`src/hdl/multi_fifo_round_robin_router_macros.svh`:
```
// Assertion macros used by the router RTL.
`ifndef MULTI_FIFO_ROUND_ROBIN_ROUTER_MACROS_SVH
`define MULTI_FIFO_ROUND_ROBIN_ROUTER_MACROS_SVH

// Same-cycle implication, checked on every rising edge outside reset.
`define MFRR_ASSERT_NOW(label, clk, rst_n, ante, cons) \
  label: assert property (@(posedge clk) disable iff (!rst_n) (ante) |-> (cons)) \
    else $error("router check failed");

// Next-cycle implication, checked on every rising edge outside reset.
`define MFRR_ASSERT_NEXT(label, clk, rst_n, ante, cons) \
  label: assert property (@(posedge clk) disable iff (!rst_n) (ante) |=> (cons)) \
    else $error("router check failed");

`endif

```
`src/hdl/mfrr_pkg.sv`:
```
`default_nettype none

package mfrr_pkg;

  localparam int QUEUE_DEPTH = 8;
  localparam int QUEUE_COUNT = 4;

  // Queue number and per-queue fill count widths.
  localparam int QW = (QUEUE_COUNT > 1) ? $clog2(QUEUE_COUNT) : 1;
  localparam int CW = $clog2(QUEUE_DEPTH + 1);

  // Fixed field widths of the interface.
  localparam int TAG_W    = 2;
  localparam int SRC_W    = 2;
  localparam int QFIELD_W = 2;
  localparam int STAT_W   = 2;
  localparam int OCC_W    = 4;
  localparam int CFG_IDX_W  = 2;
  localparam int CFG_DATA_W = 2;

  // Commands.
  localparam logic CMD_PUT    = 1'b0;
  localparam logic CMD_REMOVE = 1'b1;

  // Sources.
  localparam logic [SRC_W-1:0] SRC_ZERO  = 2'd0;
  localparam logic [SRC_W-1:0] SRC_ONE   = 2'd1;
  localparam logic [SRC_W-1:0] SRC_RR    = 2'd2;
  localparam logic [SRC_W-1:0] SRC_NONE  = 2'd3;

  // Result status codes.
  localparam logic [STAT_W-1:0] ST_DONE  = 2'd0;
  localparam logic [STAT_W-1:0] ST_FULL  = 2'd1;
  localparam logic [STAT_W-1:0] ST_EMPTY = 2'd2;
  localparam logic [STAT_W-1:0] ST_NOSRC = 2'd3;

  // Configuration register indexes.
  localparam logic [CFG_IDX_W-1:0] REG_ROUTE_ZERO = 2'd0;
  localparam logic [CFG_IDX_W-1:0] REG_ROUTE_ONE  = 2'd1;

  // Control into one queue.
  typedef struct packed {
    logic             push;
    logic             pop;
    logic [TAG_W-1:0] tag;
  } mfrr_qctl_t;

  // Status out of one queue.
  typedef struct packed {
    logic [CW-1:0]    count;
    logic [TAG_W-1:0] head;
  } mfrr_qstat_t;

  // Reduce a two-bit queue number modulo the queue count. The value is below
  // four, so at most one subtraction is needed.
  function automatic logic [QW-1:0] fold_queue(input logic [QFIELD_W-1:0] v);
    int unsigned x;
    x = int'(v);
    if (x >= QUEUE_COUNT) begin
      x = x - QUEUE_COUNT;
    end
    if (x >= QUEUE_COUNT) begin
      x = x - QUEUE_COUNT;
    end
    return QW'(x);
  endfunction

endpackage

`default_nettype wire

```
`src/hdl/multi_fifo_round_robin_router.sv`:
```
`default_nettype none

// Round-robin multi-queue router. The block holds QUEUE_COUNT first-in
// first-out queues of two-bit tags, each QUEUE_DEPTH entries deep. A put
// item (command 0) from source 0 or 1 stores into the queue named by the
// route_source_zero or route_source_one register; source 2 stores into the
// queue under the round-robin pointer, which then moves on by one. The tag
// stored is the source number plus one, and source 3 is refused with status
// 3. A remove item (command 1) pops the oldest tag of target_queue. A put
// into a full queue or a remove from an empty one is refused with status 1
// or 2 and changes nothing. Each item gives exactly one result: the status,
// the queue addressed, the popped tag (0 unless a remove succeeded) and the
// queue's occupancy afterwards. Every item is decided in the cycle it is
// accepted and its result is registered, so the block takes one item per
// clock cycle while in_stall is low, and the result appears in the cycle
// after its item in the single output register; in_stall is raised only
// while a result is held there under out_stall. Each queue is a chain of
// cells that all shift one place towards the head on a pop. Configuration
// writes are always ready and should be made only while the block is idle.
module multi_fifo_round_robin_router (
  input  wire logic                           clk,
  input  wire logic                           rst_n,
  // Item input channel.
  input  wire logic                           in_valid,
  output logic                                in_stall,
  input  wire logic                           in_command,
  input  wire logic [mfrr_pkg::SRC_W-1:0]     in_source,
  input  wire logic [mfrr_pkg::QFIELD_W-1:0]  in_target_queue,
  // Result channel.
  output logic                                out_valid,
  input  wire logic                           out_stall,
  output logic      [mfrr_pkg::STAT_W-1:0]    out_status,
  output logic      [mfrr_pkg::QFIELD_W-1:0]  out_queue_used,
  output logic      [mfrr_pkg::TAG_W-1:0]     out_popped_tag,
  output logic      [mfrr_pkg::OCC_W-1:0]     out_occupancy,
  // Configuration write channel.
  input  wire logic                           cfg_valid,
  output logic                                cfg_ready,
  input  wire logic [mfrr_pkg::CFG_IDX_W-1:0] cfg_index,
  input  wire logic [mfrr_pkg::CFG_DATA_W-1:0] cfg_data
);
  import mfrr_pkg::*;

  `include "multi_fifo_round_robin_router_macros.svh"

  // Configuration registers.
  logic [CFG_DATA_W-1:0] route_zero_r;
  logic [CFG_DATA_W-1:0] route_one_r;

  // Round-robin pointer.
  logic [QW-1:0] rr_ptr_r;
  logic [QW-1:0] rr_ptr_nxt;

  // Output register.
  logic                out_valid_r;
  logic [STAT_W-1:0]   status_r;
  logic [QFIELD_W-1:0] queue_used_r;
  logic [TAG_W-1:0]    popped_tag_r;
  logic [OCC_W-1:0]    occupancy_r;

  // Decision of the current item.
  logic                in_accept;
  logic [QW-1:0]       q_sel;
  logic [CW-1:0]       q_count;
  logic [STAT_W-1:0]   res_status;
  logic [QW-1:0]       res_queue;
  logic [TAG_W-1:0]    res_tag;
  logic [CW-1:0]       res_occ;
  logic                do_push;
  logic                do_pop;

  mfrr_qctl_t  q_ctl  [QUEUE_COUNT];
  mfrr_qstat_t q_stat [QUEUE_COUNT];

  // The result register empties as it is taken, so a new item may be taken
  // in the same cycle.
  assign in_stall  = out_valid_r && out_stall;
  assign in_accept = in_valid && !in_stall;
  assign cfg_ready = 1'b1;

  always_ff @(posedge clk) begin
    if (!rst_n) begin
      route_zero_r <= CFG_DATA_W'(0);
      route_one_r  <= CFG_DATA_W'(3);
    end else if (cfg_valid && cfg_ready) begin
      unique case (cfg_index)
        REG_ROUTE_ZERO: route_zero_r <= cfg_data;
        REG_ROUTE_ONE:  route_one_r  <= cfg_data;
        default: ;
      endcase
    end
  end

  // Pick the queue the item addresses.
  always_comb begin
    if (in_command == CMD_REMOVE) begin
      q_sel = fold_queue(in_target_queue);
    end else begin
      case (in_source)
        SRC_ZERO: q_sel = fold_queue(route_zero_r);
        SRC_ONE:  q_sel = fold_queue(route_one_r);
        default:  q_sel = rr_ptr_r;
      endcase
    end
  end

  assign q_count = q_stat[q_sel].count;

  always_comb begin
    res_status = ST_DONE;
    res_queue  = q_sel;
    res_tag    = '0;
    res_occ    = q_count;
    do_push    = 1'b0;
    do_pop     = 1'b0;
    if (in_command == CMD_PUT) begin
      if (in_source == SRC_NONE) begin
        res_status = ST_NOSRC;
        res_queue  = '0;
        res_occ    = '0;
      end else if (q_count >= CW'(QUEUE_DEPTH)) begin
        res_status = ST_FULL;
      end else begin
        do_push = 1'b1;
        res_occ = q_count + CW'(1);
      end
    end else begin
      if (q_count == '0) begin
        res_status = ST_EMPTY;
        res_occ    = '0;
      end else begin
        do_pop  = 1'b1;
        res_tag = q_stat[q_sel].head;
        res_occ = q_count - CW'(1);
      end
    end
  end

  // Per-queue control: only the addressed queue moves.
  for (genvar g = 0; g < QUEUE_COUNT; g++) begin : g_queue
    assign q_ctl[g].push = in_accept && do_push && (q_sel == QW'(g));
    assign q_ctl[g].pop  = in_accept && do_pop && (q_sel == QW'(g));
    assign q_ctl[g].tag  = TAG_W'(in_source + SRC_W'(1));

    mfrr_queue u_queue (
      .clk   (clk),
      .rst_n (rst_n),
      .ctl   (q_ctl[g]),
      .stat  (q_stat[g])
    );
  end

  // The pointer moves on only after a successful round-robin put.
  always_comb begin
    rr_ptr_nxt = rr_ptr_r;
    if (in_accept && do_push && (in_source == SRC_RR)) begin
      if (q_sel == QW'(QUEUE_COUNT - 1)) begin
        rr_ptr_nxt = '0;
      end else begin
        rr_ptr_nxt = q_sel + QW'(1);
      end
    end
  end

  always_ff @(posedge clk) begin
    if (!rst_n) begin
      rr_ptr_r    <= '0;
      out_valid_r <= 1'b0;
    end else begin
      rr_ptr_r <= rr_ptr_nxt;
      if (in_accept) begin
        out_valid_r <= 1'b1;
      end else if (!out_stall) begin
        out_valid_r <= 1'b0;
      end
    end
  end

  always_ff @(posedge clk) begin
    if (in_accept) begin
      status_r     <= res_status;
      queue_used_r <= QFIELD_W'(res_queue);
      popped_tag_r <= res_tag;
      occupancy_r  <= OCC_W'(res_occ);
    end
  end

  assign out_valid      = out_valid_r;
  assign out_status     = status_r;
  assign out_queue_used = queue_used_r;
  assign out_popped_tag = popped_tag_r;
  assign out_occupancy  = occupancy_r;

  // An accepted item always leaves a result in the next cycle.
  `MFRR_ASSERT_NEXT(a_result_follows, clk, rst_n, in_accept, out_valid_r)
  // A refused remove reports an empty queue and no tag.
  `MFRR_ASSERT_NOW(a_empty_result, clk, rst_n, out_valid_r && (status_r == ST_EMPTY),
    (occupancy_r == '0) && (popped_tag_r == '0))
  // The pointer moves only after an accepted round-robin put.
  `MFRR_ASSERT_NOW(a_rr_moves, clk, rst_n, rr_ptr_r != $past(rr_ptr_r),
    $past(in_accept) && ($past(in_command) == CMD_PUT) && ($past(in_source) == SRC_RR))
  // No queue ever reports more entries than it can hold.
  `MFRR_ASSERT_NOW(a_occ_bound, clk, rst_n, out_valid_r,
    occupancy_r <= OCC_W'(QUEUE_DEPTH))

endmodule

`default_nettype wire

```
`src/hdl/mfrr_cell.sv`:
```
`default_nettype none

// One storage position of a queue. It takes a new tag when written, or its
// neighbour's tag when the queue pops.
module mfrr_cell (
  input  wire logic                      clk,
  input  wire logic                      load_en,
  input  wire logic                      shift_en,
  input  wire logic [mfrr_pkg::TAG_W-1:0] load_tag,
  input  wire logic [mfrr_pkg::TAG_W-1:0] next_tag,
  output logic      [mfrr_pkg::TAG_W-1:0] tag
);
  import mfrr_pkg::*;

  logic [TAG_W-1:0] tag_r;
  logic [TAG_W-1:0] tag_nxt;

  always_comb begin
    tag_nxt = tag_r;
    if (load_en) begin
      tag_nxt = load_tag;
    end else if (shift_en) begin
      tag_nxt = next_tag;
    end
  end

  always_ff @(posedge clk) begin
    tag_r <= tag_nxt;
  end

  assign tag = tag_r;

endmodule

`default_nettype wire

```
`src/hdl/mfrr_queue.sv`:
```
`default_nettype none

// One queue: a chain of cells with the oldest tag in cell zero, and a count.
module mfrr_queue (
  input  wire logic                 clk,
  input  wire logic                 rst_n,
  input  wire mfrr_pkg::mfrr_qctl_t ctl,
  output mfrr_pkg::mfrr_qstat_t     stat
);
  import mfrr_pkg::*;

  logic [CW-1:0]    count_r;
  logic [CW-1:0]    count_nxt;
  logic [TAG_W-1:0] chain [QUEUE_DEPTH+1];

  assign chain[QUEUE_DEPTH] = '0;

  for (genvar i = 0; i < QUEUE_DEPTH; i++) begin : g_cell
    mfrr_cell u_cell (
      .clk      (clk),
      .load_en  (ctl.push && (count_r == CW'(i))),
      .shift_en (ctl.pop),
      .load_tag (ctl.tag),
      .next_tag (chain[i+1]),
      .tag      (chain[i])
    );
  end

  always_comb begin
    count_nxt = count_r;
    if (ctl.push) begin
      count_nxt = count_r + CW'(1);
    end else if (ctl.pop) begin
      count_nxt = count_r - CW'(1);
    end
  end

  always_ff @(posedge clk) begin
    if (!rst_n) begin
      count_r <= '0;
    end else begin
      count_r <= count_nxt;
    end
  end

  assign stat.count = count_r;
  assign stat.head  = chain[0];

endmodule

`default_nettype wire

```
`config.mk`:
```
export PLATFORM = sky130hd
export DESIGN_NAME = multi_fifo_round_robin_router
export DESIGN_NICKNAME = d
export VERILOG_FILES = /design/src/hdl/mfrr_pkg.sv /design/src/hdl/multi_fifo_round_robin_router.sv /design/src/hdl/mfrr_cell.sv /design/src/hdl/mfrr_queue.sv
export VERILOG_INCLUDE_DIRS = /design/src /design/src/hdl
export SDC_FILE = /design/constraint.sdc
export NUM_CORES = 1
export LEC_CHECK = 0
export ABC_CLOCK_PERIOD_IN_PS = 6600
export BUFFER_PORTS_ARGS = -buffer_cell sky130_fd_sc_hd__buf_2
export CORE_MARGIN = 2
export CORE_UTILIZATION = 50
export DETAILED_ROUTE_END_ITERATION = 10
export GPL_TIMING_DRIVEN = 0
export PLACE_DENSITY = 0.75
export SLEW_MARGIN = 20
export SYNTH_ARGS = -nofsm -noshare
export SYNTH_HDL_FRONTEND = slang
export SYNTH_SLANG_ARGS = --single-unit
```
`constraint.sdc`:
```
create_clock -name clk -period 6.6 [get_ports clk]
set_input_delay 0.99 -clock clk [delete_from_list [all_inputs] [get_ports clk]]
set_output_delay 0.99 -clock clk [all_outputs]
set_load 0.005 [all_outputs]
```
Word-level counts from Yosys, hierarchy flattened
Cells that the tools add are included.
- bits in writable memories: 0
- input port bits: 14
- memories: 0
- bits in latches: 0
- register bits: 97
- ROM bits: 0
- logic and storage cells: 284
- output and inout port bits: 13
- $mul: 0
- reduce and logical (&&, ||, !) cells: 93
- add/sub/neg operators: 12
- shifts and indexed selects: 0
- bitwise gates (word level): 2
- multiplexer cells: 95
- equal/unequal tests: 36
- div/mod/pow operators: 0
- magnitude comparators: 2
- operators by type and width (kind ; number):
    two-way mux 2 bit ; 71
    nonzero test 2 bit ; 36
    == test 4 x 3 -> 1 bit, second input constant ; 16
    two-way mux 4 bit ; 12
    logical AND 1 bit ; 45
    == test 4 x 2 -> 1 bit, second input constant ; 8
    adder 4 x 1 -> 4 bit, second input constant ; 5
    logical NOT 4 bit ; 5
    subtractor 4 x 1 -> 4 bit, second input constant ; 5
    == test 4 x 1 -> 1 bit, second input constant ; 4
    binary-select mux 6 bit (select 2 bit) ; 1
    two-way mux 6 bit ; 2
    == test 2 bit, second input constant ; 4
    two-way mux 1 bit ; 8
    == test 2 x 1 -> 1 bit, second input constant ; 3
    logical NOT 2 bit ; 3
    adder 2 x 1 -> 2 bit, second input constant ; 2
    greater-or-equal comparator 4 bit, second input constant ; 1
    one-hot mux 2 bit (2 select lines) ; 1
    AND reduction 2 bit ; 2
    greater-or-equal comparator 3 bit, second input constant ; 1
    inverter 2 -> 3 bit ; 1
    != test 2 x 1 -> 1 bit, second input constant ; 1
    OR reduction 2 bit ; 1
    other kinds (2) ; 2

Depth between registers and ports, before layout
Gate-level depths: netlist of run 1.
- word-level depth: 15
- mapped depth: 15

By module
Synthesis of run 1 repeated with hierarchy kept, for this count alone.
- cell total of the unflattened synthesis: 468
- area, all modules: 5624.1 um2
- modules (own cells, without submodules) (module ; instances ; area each (um2) ; cells an instance):
    mfrr_cell ; 32 ; 88.8 ; 5
    multi_fifo_round_robin_router ; 1 ; 1400.1 ; 136
    mfrr_queue ; 4 ; 345.3 ; 43

Least setup slack after synthesis of run 1
Ideal clock, no wire load.
- path kind: input to register
- start: input in_source[0] (netlist bit)
- end: register g_queue[3].u_queue.g_cell[7].u_cell.tag_r[0], enable pin
- buffers on the path: 3
- stages: 15
- arrival time: 3890 ps
- path slack: 2383 ps
- cells stage by stage: inv_1 > clkbuf_1 > ha_1 > or4b_4 > o211ai_4 > inv_6 > buf_2 > mux2i_1 > mux2i_1 > inv_1 > ha_1 > o221ai_4 > buf_4 > nand2_1 > o21ai_0
- cells in the longest elaborated chain, start to end: 15
- elaborated cells on any way between the ends: 23
- RTL lines (item ; line ; text):
    from (decl) ; multi_fifo_round_robin_router.sv:27 ; input wire logic [mfrr_pkg::SRC_W-1:0] in_source,
    == test 2 x 1 -> 1 bit / logical NOT 2 bit (equally long branches) ; multi_fifo_round_robin_router.sv:99 ; case (in_source)
    one-hot mux 2 bit (2 select lines) ; multi_fifo_round_robin_router.sv:99 ;
    two-way mux 2 bit ; multi_fifo_round_robin_router.sv:96 ; if (in_command == CMD_REMOVE) begin
    inverter 2 -> 3 bit (not written as such) ; multi_fifo_round_robin_router.sv:107 ; assign q_count = q_stat[q_sel].count;
    binary-select mux 6 bit (select 2 bit) ; multi_fifo_round_robin_router.sv:107 ;
    two-way mux 6 bit (2 in a row) ; n/a ;
    greater-or-equal comparator 4 bit ; multi_fifo_round_robin_router.sv:121 ; end else if (q_count >= CW'(QUEUE_DEPTH)) begin
    two-way mux 1 bit ; multi_fifo_round_robin_router.sv:121 ;
    two-way mux 1 bit ; multi_fifo_round_robin_router.sv:117 ; if (in_source == SRC_NONE) begin
    two-way mux 1 bit ; multi_fifo_round_robin_router.sv:116 ; if (in_command == CMD_PUT) begin
    logical AND 1 bit (2 in a row) ; multi_fifo_round_robin_router.sv:141 ; assign q_ctl[g].push = in_accept && do_push && (q_sel == QW'(g));
    logical AND 1 bit ; mfrr_queue.sv:21 ; .load_en (ctl.push && (count_r == CW'(i))),
    nonzero test 2 bit (no source line) * ; n/a ;
    to (signal assigned) ; mfrr_cell.sv:28 ; tag_r <= tag_nxt;
    to (decl) ; mfrr_cell.sv:15 ; logic [TAG_W-1:0] tag_r;
Mark *: on every way between the ends. The rest lies on a longest branch, timed or not. The select of a mux whose other input is x is not followed.
A chain may end at the register's enable or synchronous reset.

Worst setup path in the final report of run 1
- start: input in_source[0] (netlist bit)
- end: register g_queue[2].u_queue.g_cell[7].u_cell.tag_r[0], enable pin
- cells in the longest elaborated chain, start to end: 15
- elaborated cells on any way between the ends: 23
- RTL lines (item ; line):
    == test 2 x 1 -> 1 bit / logical NOT 2 bit (equally long branches) ; multi_fifo_round_robin_router.sv:99
    one-hot mux 2 bit (2 select lines) ; multi_fifo_round_robin_router.sv:99
    two-way mux 2 bit ; multi_fifo_round_robin_router.sv:96
    inverter 2 -> 3 bit (not written as such) ; multi_fifo_round_robin_router.sv:107
    binary-select mux 6 bit (select 2 bit) ; multi_fifo_round_robin_router.sv:107
    two-way mux 6 bit (2 in a row) ; n/a
    greater-or-equal comparator 4 bit ; multi_fifo_round_robin_router.sv:121
    two-way mux 1 bit ; multi_fifo_round_robin_router.sv:121
    two-way mux 1 bit ; multi_fifo_round_robin_router.sv:117
    two-way mux 1 bit ; multi_fifo_round_robin_router.sv:116
    logical AND 1 bit (2 in a row) ; multi_fifo_round_robin_router.sv:141
    logical AND 1 bit ; mfrr_queue.sv:21
    nonzero test 2 bit (no source line) * ; n/a
    to (signal assigned) ; mfrr_cell.sv:28
    to (decl) ; mfrr_cell.sv:15
Marked as above.

==> qor.txt, run 1 <==
Reg2reg end = g_queue[2].u_queue.g_cell[7].u_cell.tag[0]
Cell count after synthesis = 515
CP required = 6650 ps
Global route overflow = 0
Clk pin slew, worst setup/hold paths = 100 ps
Crit path launch type = primary input
Pins Over Slew Limit = 0
Reg-to-Reg Start = rr_ptr_r[0]
Die extent in x = 109 um
Core Region = 0.0108 mm2
FILL cells = 917
Netlist cell types = 65
Top post-synthesis cells by count = nand2_1 (86), edfxtp_1 (74), mux2_2 (44), ha_1 (27)
R2R setup slack = 2870 ps
Crit path kind = primary input to flop
Final hold violation count = 0
Root buffer cell = clkbuf_8
Layout overhead on the synthesized area = 9.11%
Final Power = 0.00131 W
CTS Buf Count = 9
IO buf count = 24
Post-synth top area cell = edfxtp_1
Cell Area, Synth = 0.00554 mm2
Seq/Total Area, Yosys = 48.5%
Period utilization = 75.3%
Initial antenna violation count = 0
Worst IR Drop VDD = 131 uV
Vias in the first global route = 4,236
DR iter-0 viols = 303
Worst skew pair latency = 380 ps
Final setup fails = 0
Clk buf depth = 2
Post-synth ARST share = 0%
Reg2Reg Depth = 12
Drt drc = 0
WHS Path Cells = 2
Mean Syn Cell Area = 10.8 um2
Global-route wire length before repair = 20,500 um
Post-DP Area = 0.00583 mm2
Finished Cell Area = 0.00604 mm2
Cell Rows = 38
Fin Setup TNS = 0 ps
Count leader, synth = nand2_1
Critical Path AT = 5020 ps
Max-cap violations = 0
Setup WS pre-CTS = 1320 ps
Via density = 5.92
Worst hold endpoint = g_queue[2].u_queue.count_r[3]
Syn nets = 556
Clk sinks = 97
Largest net degree at the start of global routing = 19
Cts hold-fix bufs = 0
RSZ-0062 raised after global routing = no
Routed via count = 4,117
Worst Max-Slew Pin Slew = 658 ps
Fmax = 0.201 GHz
Starting Density = 51.1%
PD cells = 217 mW/mm2
Worst-path maximum fanout = 11
Crit path capture type = flop
Worst Hold Class = flop to flop
Total die area = 0.0119 mm2
Slew HR = 56.1%
P_leak = 2.44 nW
# diodes = 0
#FFs+latches synth = 97
CTS resizes = 0
Die height = 109 um
Clk_skew = 11.1 ps
GRT Util Overall = 22.4%
I/O pin count = 27
Routed length per instance = 18.1 um
TritonRoute pass-1 iters = 5
Final WL = 12,600 um
Post-CTS Setup Bufs = 0
Synth Warn # = 0
Minimum clock period = 4970 ps
Share of cells above drive strength 1 = 20.5%
CTS tree = yes
Post-synth top flop = edfxtp_1
CTS H-Tree Depth = 3
Hold slack = 480 ps
Synth area leaders = edfxtp_1 (40%), mux2_2 (8.9%), dfxtp_1 (8.3%)
Top cell type's share of synthesized area = 40.1%
Final setup margin = 1630 ps
Outcome = completed
Hold Path Origin = g_queue[2].u_queue.count_r[3]
Nets = 591
Hpwl dp = 9150 um
GP Congestion = 0.870
Post-synth EDFFs = 74
Routed Antenna Nets = 0
## sequential cells by signal (all words and copies together) (netlist names)
| signal | flops |
|---|---|
| route_one_r | 2 |
| g_queue.u_queue.g_cell.u_cell.tag | 64 |
| out_queue_used | 2 |
| out_status | 2 |
| rr_ptr_r | 2 |
| route_zero_r | 2 |
| out_valid | 1 |
| out_popped_tag | 2 |
| g_queue.u_queue.count_r | 16 |
| out_occupancy | 4 |
## through the flow
| stage | util [%] | std cells |
|---|---|---|
| 2_1_floorplan | - | 515 |
| 3_3_place_gp | 53.8 | 679 |
| 3_5_place_dp | 53.8 | 679 |
| 4_1_cts | 55.7 | 695 |
| 5_1_grt | 55.7 | 695 |
| 6_report | 55.7 | 695 |
## power by group
| part | switching, W | internal [W] |
|---|---|---|
| registers | 0.0000141 | 0.000676 |
| logic | 0.000134 | 0.0000717 |
| clock network | 0.000233 | 0.000183 |
## how the worst max path moves through the flow
stage | startpoint | endpoint | cells past startpoint
floorplan | in_source[0] | g_queue[3].u_queue.g_cell[7].u_cell.tag[0] | 15
global placement | in_source[0] | g_queue[2].u_queue.g_cell[7].u_cell.tag[0] | 16
detailed placement | in_source[0] | g_queue[2].u_queue.g_cell[7].u_cell.tag[0] | 16
CTS | in_source[0] | g_queue[2].u_queue.g_cell[7].u_cell.tag[0] | 16
global route | in_source[0] | g_queue[2].u_queue.g_cell[7].u_cell.tag[0] | 16
finish | in_source[0] | g_queue[2].u_queue.g_cell[7].u_cell.tag[0] | 16
## layer usage
layer	track usage, %	vias up	wire length [um]
met3	4.00	17	850
li1	-	1968	-
met2	40.1	144	6410
met4	7.69	0	187
met1	27.2	1988	5120
met5	0	-	0
## critical path, cell delays in order
cell	delay, ps
buf_2	160
inv_1	100
clkbuf_1	290
ha_1	360
or4b_4	580
o211ai_4	240
inv_6	120
buf_2	240
mux2i_1	190
mux2i_1	400
inv_1	160
ha_1	310
o221ai_4	160
buf_4	280
nand2_1	240
o21ai_0	210
## cell type report
type                       instances  area (um2)  area share (%)
inverter                          25        98.8            1.64
timing repair buffer              24         120            1.99
multi-input combinational        369        2630            43.5
clock inverter                     7        85.1            1.41
clock buffer                       9         124            2.05
tap                              140         175            2.90
sequential                        97        2680            44.4
buffer                            24         126            2.09
## layout by cell type (no fill, tap or decap), drive strengths merged, types with 7 or more instances in the layout
cell type,synthesis,layout
a21oi,13,13
and3,7,7
buf,12,36
clkbuf,12,21
dfxtp,23,23
edfxtp,74,74
ha,27,27
inv,25,29
mux2,44,44
mux2i,24,24
nand2,86,86
nand3,27,27
nor2,26,26
nor3,10,10
o21ai,21,21
## logic make-up (layout without fill, tap and decap cells)
group / after synthesis / after routing / synth area share [%]
multiplexers: 68 / 68 / 13.3
AND/OR/NAND/NOR: 190 / 190 / 16.4
adder cells (fa/ha/maj): 27 / 27 / 6.10
XOR/XNOR: 2 / 2 / 0.316
other: 1 / 1 / 0.0677
flip-flops: 97 / 97 / 48.5
buffers and inverters: 49 / 89 / 4.07
AO/OA/AOI/OAI: 81 / 81 / 11.3
Power figures use the tool's default switching activity.
==> inputs of run 2 (changes only) <==
--- a/config.mk
+++ b/config.mk
@@ -6,13 +6,13 @@
 export SDC_FILE = /design/constraint.sdc
 export NUM_CORES = 1
 export LEC_CHECK = 0
-export ABC_CLOCK_PERIOD_IN_PS = 6600
+export ABC_CLOCK_PERIOD_IN_PS = 4250
 export BUFFER_PORTS_ARGS = -buffer_cell sky130_fd_sc_hd__buf_2
 export CORE_MARGIN = 2
 export CORE_UTILIZATION = 50
 export DETAILED_ROUTE_END_ITERATION = 10
 export GPL_TIMING_DRIVEN = 0
-export PLACE_DENSITY = 0.75
+export PLACE_DENSITY = 0.78
 export SLEW_MARGIN = 20
 export SYNTH_ARGS = -nofsm -noshare
 export SYNTH_HDL_FRONTEND = slang
==> constraint.sdc (replaced) <==
create_clock -name clk -period 4.25 [get_ports clk]
set_input_delay 0.6375 -clock clk [delete_from_list [all_inputs] [get_ports clk]]
set_output_delay 0.6375 -clock clk [all_outputs]
set_load 0.005 [all_outputs]
==> qor.txt, run 2 (synthesis results as in run 1) <==
Pins Over Slew Limit = 0 (unchanged)
TritonRoute pass-1 iters = 4 (-1)
I/O pin count = 27 (unchanged)
Crit path launch type = primary input
CTS tree = yes
CTS H-Tree Depth = 3 (unchanged)
Crit path buf inv count = 6 (-1)
Largest register FFs = 64 (unchanged)
Most frequent cells in the layout = nand2_1 (85), edfxtp_1 (74), mux2_2 (44)
Setup WS pre-CTS = -644 ps (-1960 ps)
Global route overflow = 0 (unchanged)
WHS Path Cells = 2 (unchanged)
Critical path depth in cells = 15 (-1)
Initial antenna violation count = 0 (unchanged)
Vias in the first global route = 4,122 (-2.7%)
Routed length per instance = 17.8 um (-1.5%)
CP max stage delay = 570 ps (about the same)
Final WL = 12,400 um (-1.5%)
Root buffer cell = clkbuf_8
Final std cells w/o fill = 695 (unchanged)
Clk buf depth = 2 (unchanged)
GRT Util Overall = 21.9% (-0.54 points)
Cell Rows = 38 (unchanged)
Minimum clock period = 4130 ps
Clk sinks = 97 (unchanged)
Delay-heaviest family, CP = buffers and inverters
Slew HR = 53.2% (-2.9 points)
Crit path kind = primary input to flop
Final hold violation count = 0 (unchanged)
Die extent in x = 109 um (unchanged)
Period utilization = 97.3%
Final setup margin = 116 ps (-1510 ps)
Worst Hold Class = primary input to flop
Clk_skew = 16.7 ps (+5.62 ps)
Layout overhead on the synthesized area = 9.94%
Crit-path cells = buf_2 -> clkinvlp_4 -> ha_1 -> or4b_4 -> o211ai_4 -> inv_6 -> buf_2 -> mux2i_1 -> mux2i_2 -> inv_1 -> ha_1 -> o221ai_4 -> buf_4 -> nand2_1 -> o21ai_0
Via density = 6.05 (+2.1%)
Hpwl dp = 9080 um (-0.76%)
GP Congestion = 0.926 (+6.4%)
Global-route wire length before repair = 20,000 um (-2.7%)
Drt drc = 0 (unchanged)
# diodes = 0 (unchanged)
Critical Path AT = 4240 ps (-780 ps)
Core Region = 0.0108 mm2 (unchanged)
Routed via count = 4,203 (+2.1%)
Cts hold-fix bufs = 0 (unchanged)
Starting Density = 51.1% (unchanged)
Outcome = completed
Worst skew pair latency = 380 ps (about the same)
Clk pin slew, worst setup/hold paths = 100 ps (about the same)
Placed insts = 679 (unchanged)
P_leak = 2.45 nW (+0.46%)
Reg2Reg Depth = 12 (unchanged)
IO buf count = 24 (unchanged)
Commonest non-fill, non-tap cell in the layout = nand2_1
Crit-path slowest cell = or4b_4
Crit path capture type = flop
Worst Max-Slew Pin Slew = 700 ps (+41.3 ps)
DR iter-0 viols = 339 (+12%)
Final setup fails = 0 (unchanged)
Core Util, Final = 56.2% (+0.43 points)
Worst-path maximum fanout = 10 (-1)
Nets = 593 (+0.34%)
Die height = 109 um (unchanged)
Largest net degree at the start of global routing = 15 (-4)
Total die area = 0.0119 mm2 (unchanged)
Fmax = 0.242 GHz
CTS Buf Count = 9 (unchanged)
PD cells = 343 mW/mm2 (+58%)
Share of cells above drive strength 1 = 21.1% (+0.54 points)
Routed Antenna Nets = 0 (unchanged)
Hold slack = 478 ps (-1.92 ps)
Max-cap violations = 0 (unchanged)
CP required = 4360 ps (-2290 ps)
Fin Setup TNS = 0 ps (unchanged)
Worst IR Drop VDD = 282 uV (+120%)
RSZ-0062 raised after global routing = no
-- run 2: final timing paths --
kind / slack [ps] / to / from
setup reg to reg: 720 / g_queue[3].u_queue.g_cell[7].u_cell.tag[1] / rr_ptr_r[0]
hold reg to reg: 480 / rr_ptr_r[1] / rr_ptr_r[1]
setup / recovery: 120 / g_queue[3].u_queue.g_cell[7].u_cell.tag[1] / in_source[0]
hold / removal: 480 / out_valid / in_valid
-- run 2: repair_timing --
item / CTS / global route
endpoints found under the hold margin: 0 / 0
buffers inserted: 1 / 2
gates cloned: 0 / 0
setup endpoints to repair: 64 / 44
gates resized for setup: 3 / 1
-- run 2: worst reg2reg max path, cell delays in order (launching register included) --
cell and delay (ps):
dfxtp_1 340, or4b_4 510, o211ai_4 240, inv_6 110, buf_2 230, mux2i_1 330, mux2i_2 150, inv_1 140
ha_1 290, o221ai_4 210, buf_4 250, nand2_1 260, o21ai_0 200
-- run 2: per-stage QoR --
stage / power, W / area [um2]
floorplan: 0.00131 / 5540
global placement: 0.00139 / 5830
detailed placement: 0.00140 / 5830
CTS: 0.00209 / 6070
global route: 0.00216 / 6090
finish: 0.00209 / 6090
-- run 2: final cells by class --
cell class                 instances  area (um2)
buffer                            23         123
clock buffer                      10         128
clock inverter                     4        93.8
fill                             921        4750
inverter                          25         103
multi-input combinational        369        2640
sequential                        97        2680
tap                              140         175
timing repair buffer              27         143
-- run 2: power breakdown --
part	internal, W	leakage [nW]	switching [W]
logic	0.000115	1.48	0.000207
clock network	0.000383	0.110	0.000309
registers	0.00105	0.866	0.0000221
-- run 2: per-layer routing --
metal	vias up	global-route usage, %	part of all wire [%]
met3	31	4.72	6.8
met1	2039	26.7	42
li1	1958	-	-
met5	-	0	0
met4	0	9.04	3.0
met2	175	37.5	48
==> inputs of run 3 (changes only) <==
--- a/config.mk
+++ b/config.mk
@@ -6,13 +6,13 @@
 export SDC_FILE = /design/constraint.sdc
 export NUM_CORES = 1
 export LEC_CHECK = 0
-export ABC_CLOCK_PERIOD_IN_PS = 4250
+export ABC_CLOCK_PERIOD_IN_PS = 4600
 export BUFFER_PORTS_ARGS = -buffer_cell sky130_fd_sc_hd__buf_2
 export CORE_MARGIN = 2
 export CORE_UTILIZATION = 50
 export DETAILED_ROUTE_END_ITERATION = 10
 export GPL_TIMING_DRIVEN = 0
-export PLACE_DENSITY = 0.78
+export PLACE_DENSITY = 0.75
 export SLEW_MARGIN = 20
 export SYNTH_ARGS = -nofsm -noshare
 export SYNTH_HDL_FRONTEND = slang
==> constraint.sdc (replaced) <==
create_clock -name clk -period 4.6 [get_ports clk]
set_input_delay 0.69 -clock clk [delete_from_list [all_inputs] [get_ports clk]]
set_output_delay 0.69 -clock clk [all_outputs]
set_load 0.005 [all_outputs]
==> qor.txt, run 3 (synthesis results as in run 1) <==
Total die area = 0.0119 mm2 (unchanged)
Share of cells above drive strength 1 = 21.5% (+0.46 points)
Crit path capture type = flop
Cts hold-fix bufs = 0 (unchanged)
Die height = 109 um (unchanged)
Starting Density = 51.1% (unchanged)
Initial antenna violation count = 0 (unchanged)
Worst-path maximum fanout = 10 (unchanged)
Period utilization = 93.7%
Outcome = completed
Setup WS pre-CTS = -384 ps (+260 ps)
PD cells = 311 mW/mm2 (-9.3%)
Commonest non-fill, non-tap cell in the layout = nand2_1
GRT Util Overall = 22.4% (+0.52 points)
Clk buf depth = 2 (unchanged)
Finished Cell Area = 0.00607 mm2 (-0.25%)
Crit path kind = primary input to flop
Final std cells w/o fill = 697 (+0.29%)
Max-cap violations = 0 (unchanged)
Global route overflow = 0 (unchanged)
CP required = 4650 ps (+290 ps)
Drt drc = 0 (unchanged)
Cell Rows = 38 (unchanged)
Vias in the first global route = 4,234 (+2.7%)
DR iter-0 viols = 277 (-18%)
Worst skew pair latency = 380 ps (about the same)
Clk sinks = 97 (unchanged)
Global-route wire length before repair = 20,500 um (+2.7%)
Post-DP Area = 0.00583 mm2 (unchanged)
Final hold violation count = 0 (unchanged)
IO buf count = 24 (unchanged)
GP Congestion = 0.870 (-6.0%)
Final setup fails = 0 (unchanged)
Root buffer cell = clkbuf_8
CTS Buf Count = 9 (unchanged)
Final WL = 12,600 um (+1.9%)
Placed insts = 679 (unchanged)
Pins Over Slew Limit = 0 (unchanged)
Largest net degree at the start of global routing = 19 (+4)
Crit path launch type = primary input
I/O pin count = 27 (unchanged)
Routed via count = 4,139 (-1.5%)
Core Region = 0.0108 mm2 (unchanged)
CTS tree = yes
Worst Max-Slew Pin Slew = 663 ps (-36.6 ps)
Final setup margin = 292 ps (+176 ps)
# diodes = 0 (unchanged)
Layout overhead on the synthesized area = 9.67%
Fmax = 0.232 GHz
Largest register FFs = 64 (unchanged)
CTS H-Tree Depth = 3 (unchanged)
TritonRoute pass-1 iters = 6 (+2)
P_leak = 2.45 nW (-0.20%)
RSZ-0062 raised after global routing = no
FILL cells = 914 (-0.76%)
Hpwl dp = 9150 um (+0.77%)
R2R setup slack = 970 ps (+250 ps)
Most frequent cells in the layout = nand2_1 (86), edfxtp_1 (74), mux2_2 (44)
Nets = 593 (unchanged)
Routed Antenna Nets = 0 (unchanged)
Routed length per instance = 18.1 um (+1.6%)
Worst IR Drop VDD = 188 uV (-33%)
Clk pin slew, worst setup/hold paths = 110 ps (about the same)
Die extent in x = 109 um (unchanged)
Clk_skew = 11.6 ps (-5.10 ps)
Worst Hold Class = flop to flop
Via density = 5.94 (-1.8%)
Minimum clock period = 4310 ps
Slew HR = 55.8% (+2.6 points)
Critical Path AT = 4360 ps (+120 ps)
[run 3: changes by cell type in the layout (fill, tap and decap cells not counted)]
cell,before,now
clkinv_1,1,0
inv_6,1,4
clkbuf_1,12,11
bufinv_16,3,1
nand2_1,85,86
inv_8,0,1
nand2_2,1,0
clkinv_4,0,2
[run 3: worst paths after layout]
kind                                                end                           from  cells after the start
max          g_queue[2].u_queue.g_cell[7].u_cell.tag[0]                   in_source[0]                     15
min                       g_queue[2].u_queue.count_r[3]  g_queue[2].u_queue.count_r[3]                      2
max reg2reg  g_queue[2].u_queue.g_cell[7].u_cell.tag[0]                    rr_ptr_r[0]                     12
min reg2reg               g_queue[2].u_queue.count_r[3]  g_queue[2].u_queue.count_r[3]                      2
[run 3: layout make-up]
class / instances / area [um2] / share of cell area, %
inverter: 25 / 103 / 1.69
buffer: 23 / 123 / 2.02
tap: 140 / 175 / 2.88
clock buffer: 9 / 124 / 2.04
sequential: 97 / 2680 / 44.2
timing repair buffer: 27 / 143 / 2.35
clock inverter: 7 / 85.1 / 1.40
multi-input combinational: 369 / 2640 / 43.4
[run 3: critical path, stage by stage]
cell and delay (ps):
buf_2 180, clkinvlp_4 170, ha_1 290, or4b_4 580, o211ai_4 240, inv_6 110, buf_2 230, mux2i_1 200
mux2i_2 310, inv_1 140, ha_1 300, o221ai_4 160, buf_4 280, nand2_1 240, o21ai_0 210
[run 3: timing repair]
action                     in CTS  in global routing
setup endpoints to repair       2                 64
gates cloned                    0                  0
gates resized for setup         0                  3
buffers inserted                0                  3
[run 3: per-layer routing]
| layer | GRT usage, % | routed length (um) | vias to the layer above |
|---|---|---|---|
| met5 | 0 | 0 | - |
| met4 | 7.78 | 265 | 0 |
| li1 | - | - | 1968 |
| met3 | 4.06 | 803 | 27 |
| met1 | 27.1 | 5140 | 1989 |
| met2 | 40.0 | 6400 | 155 |
[run 3: metrics by stage]
stage / util [%] / power (W) / hold WS (ps) / setup TNS [ps]
3_3_place_gp: 53.8 / 0.00129 / 450 / -14790
6_report: 56.0 / 0.00189 / 478 / 0
2_1_floorplan: - / 0.00121 / 438 / 0
5_1_grt: 56.0 / 0.00196 / 509 / 0
3_5_place_dp: 53.8 / 0.00130 / 456 / -20480
4_1_cts: 55.7 / 0.00189 / 474 / 0
[run 3: power by group]
part / internal, W / switching [W] / leakage [nW] / total, W
registers: 0.000971 / 0.0000203 / 0.866 / 0.000991
logic: 0.000105 / 0.000193 / 1.48 / 0.000298
clock network: 0.000263 / 0.000337 / 0.107 / 0.000600
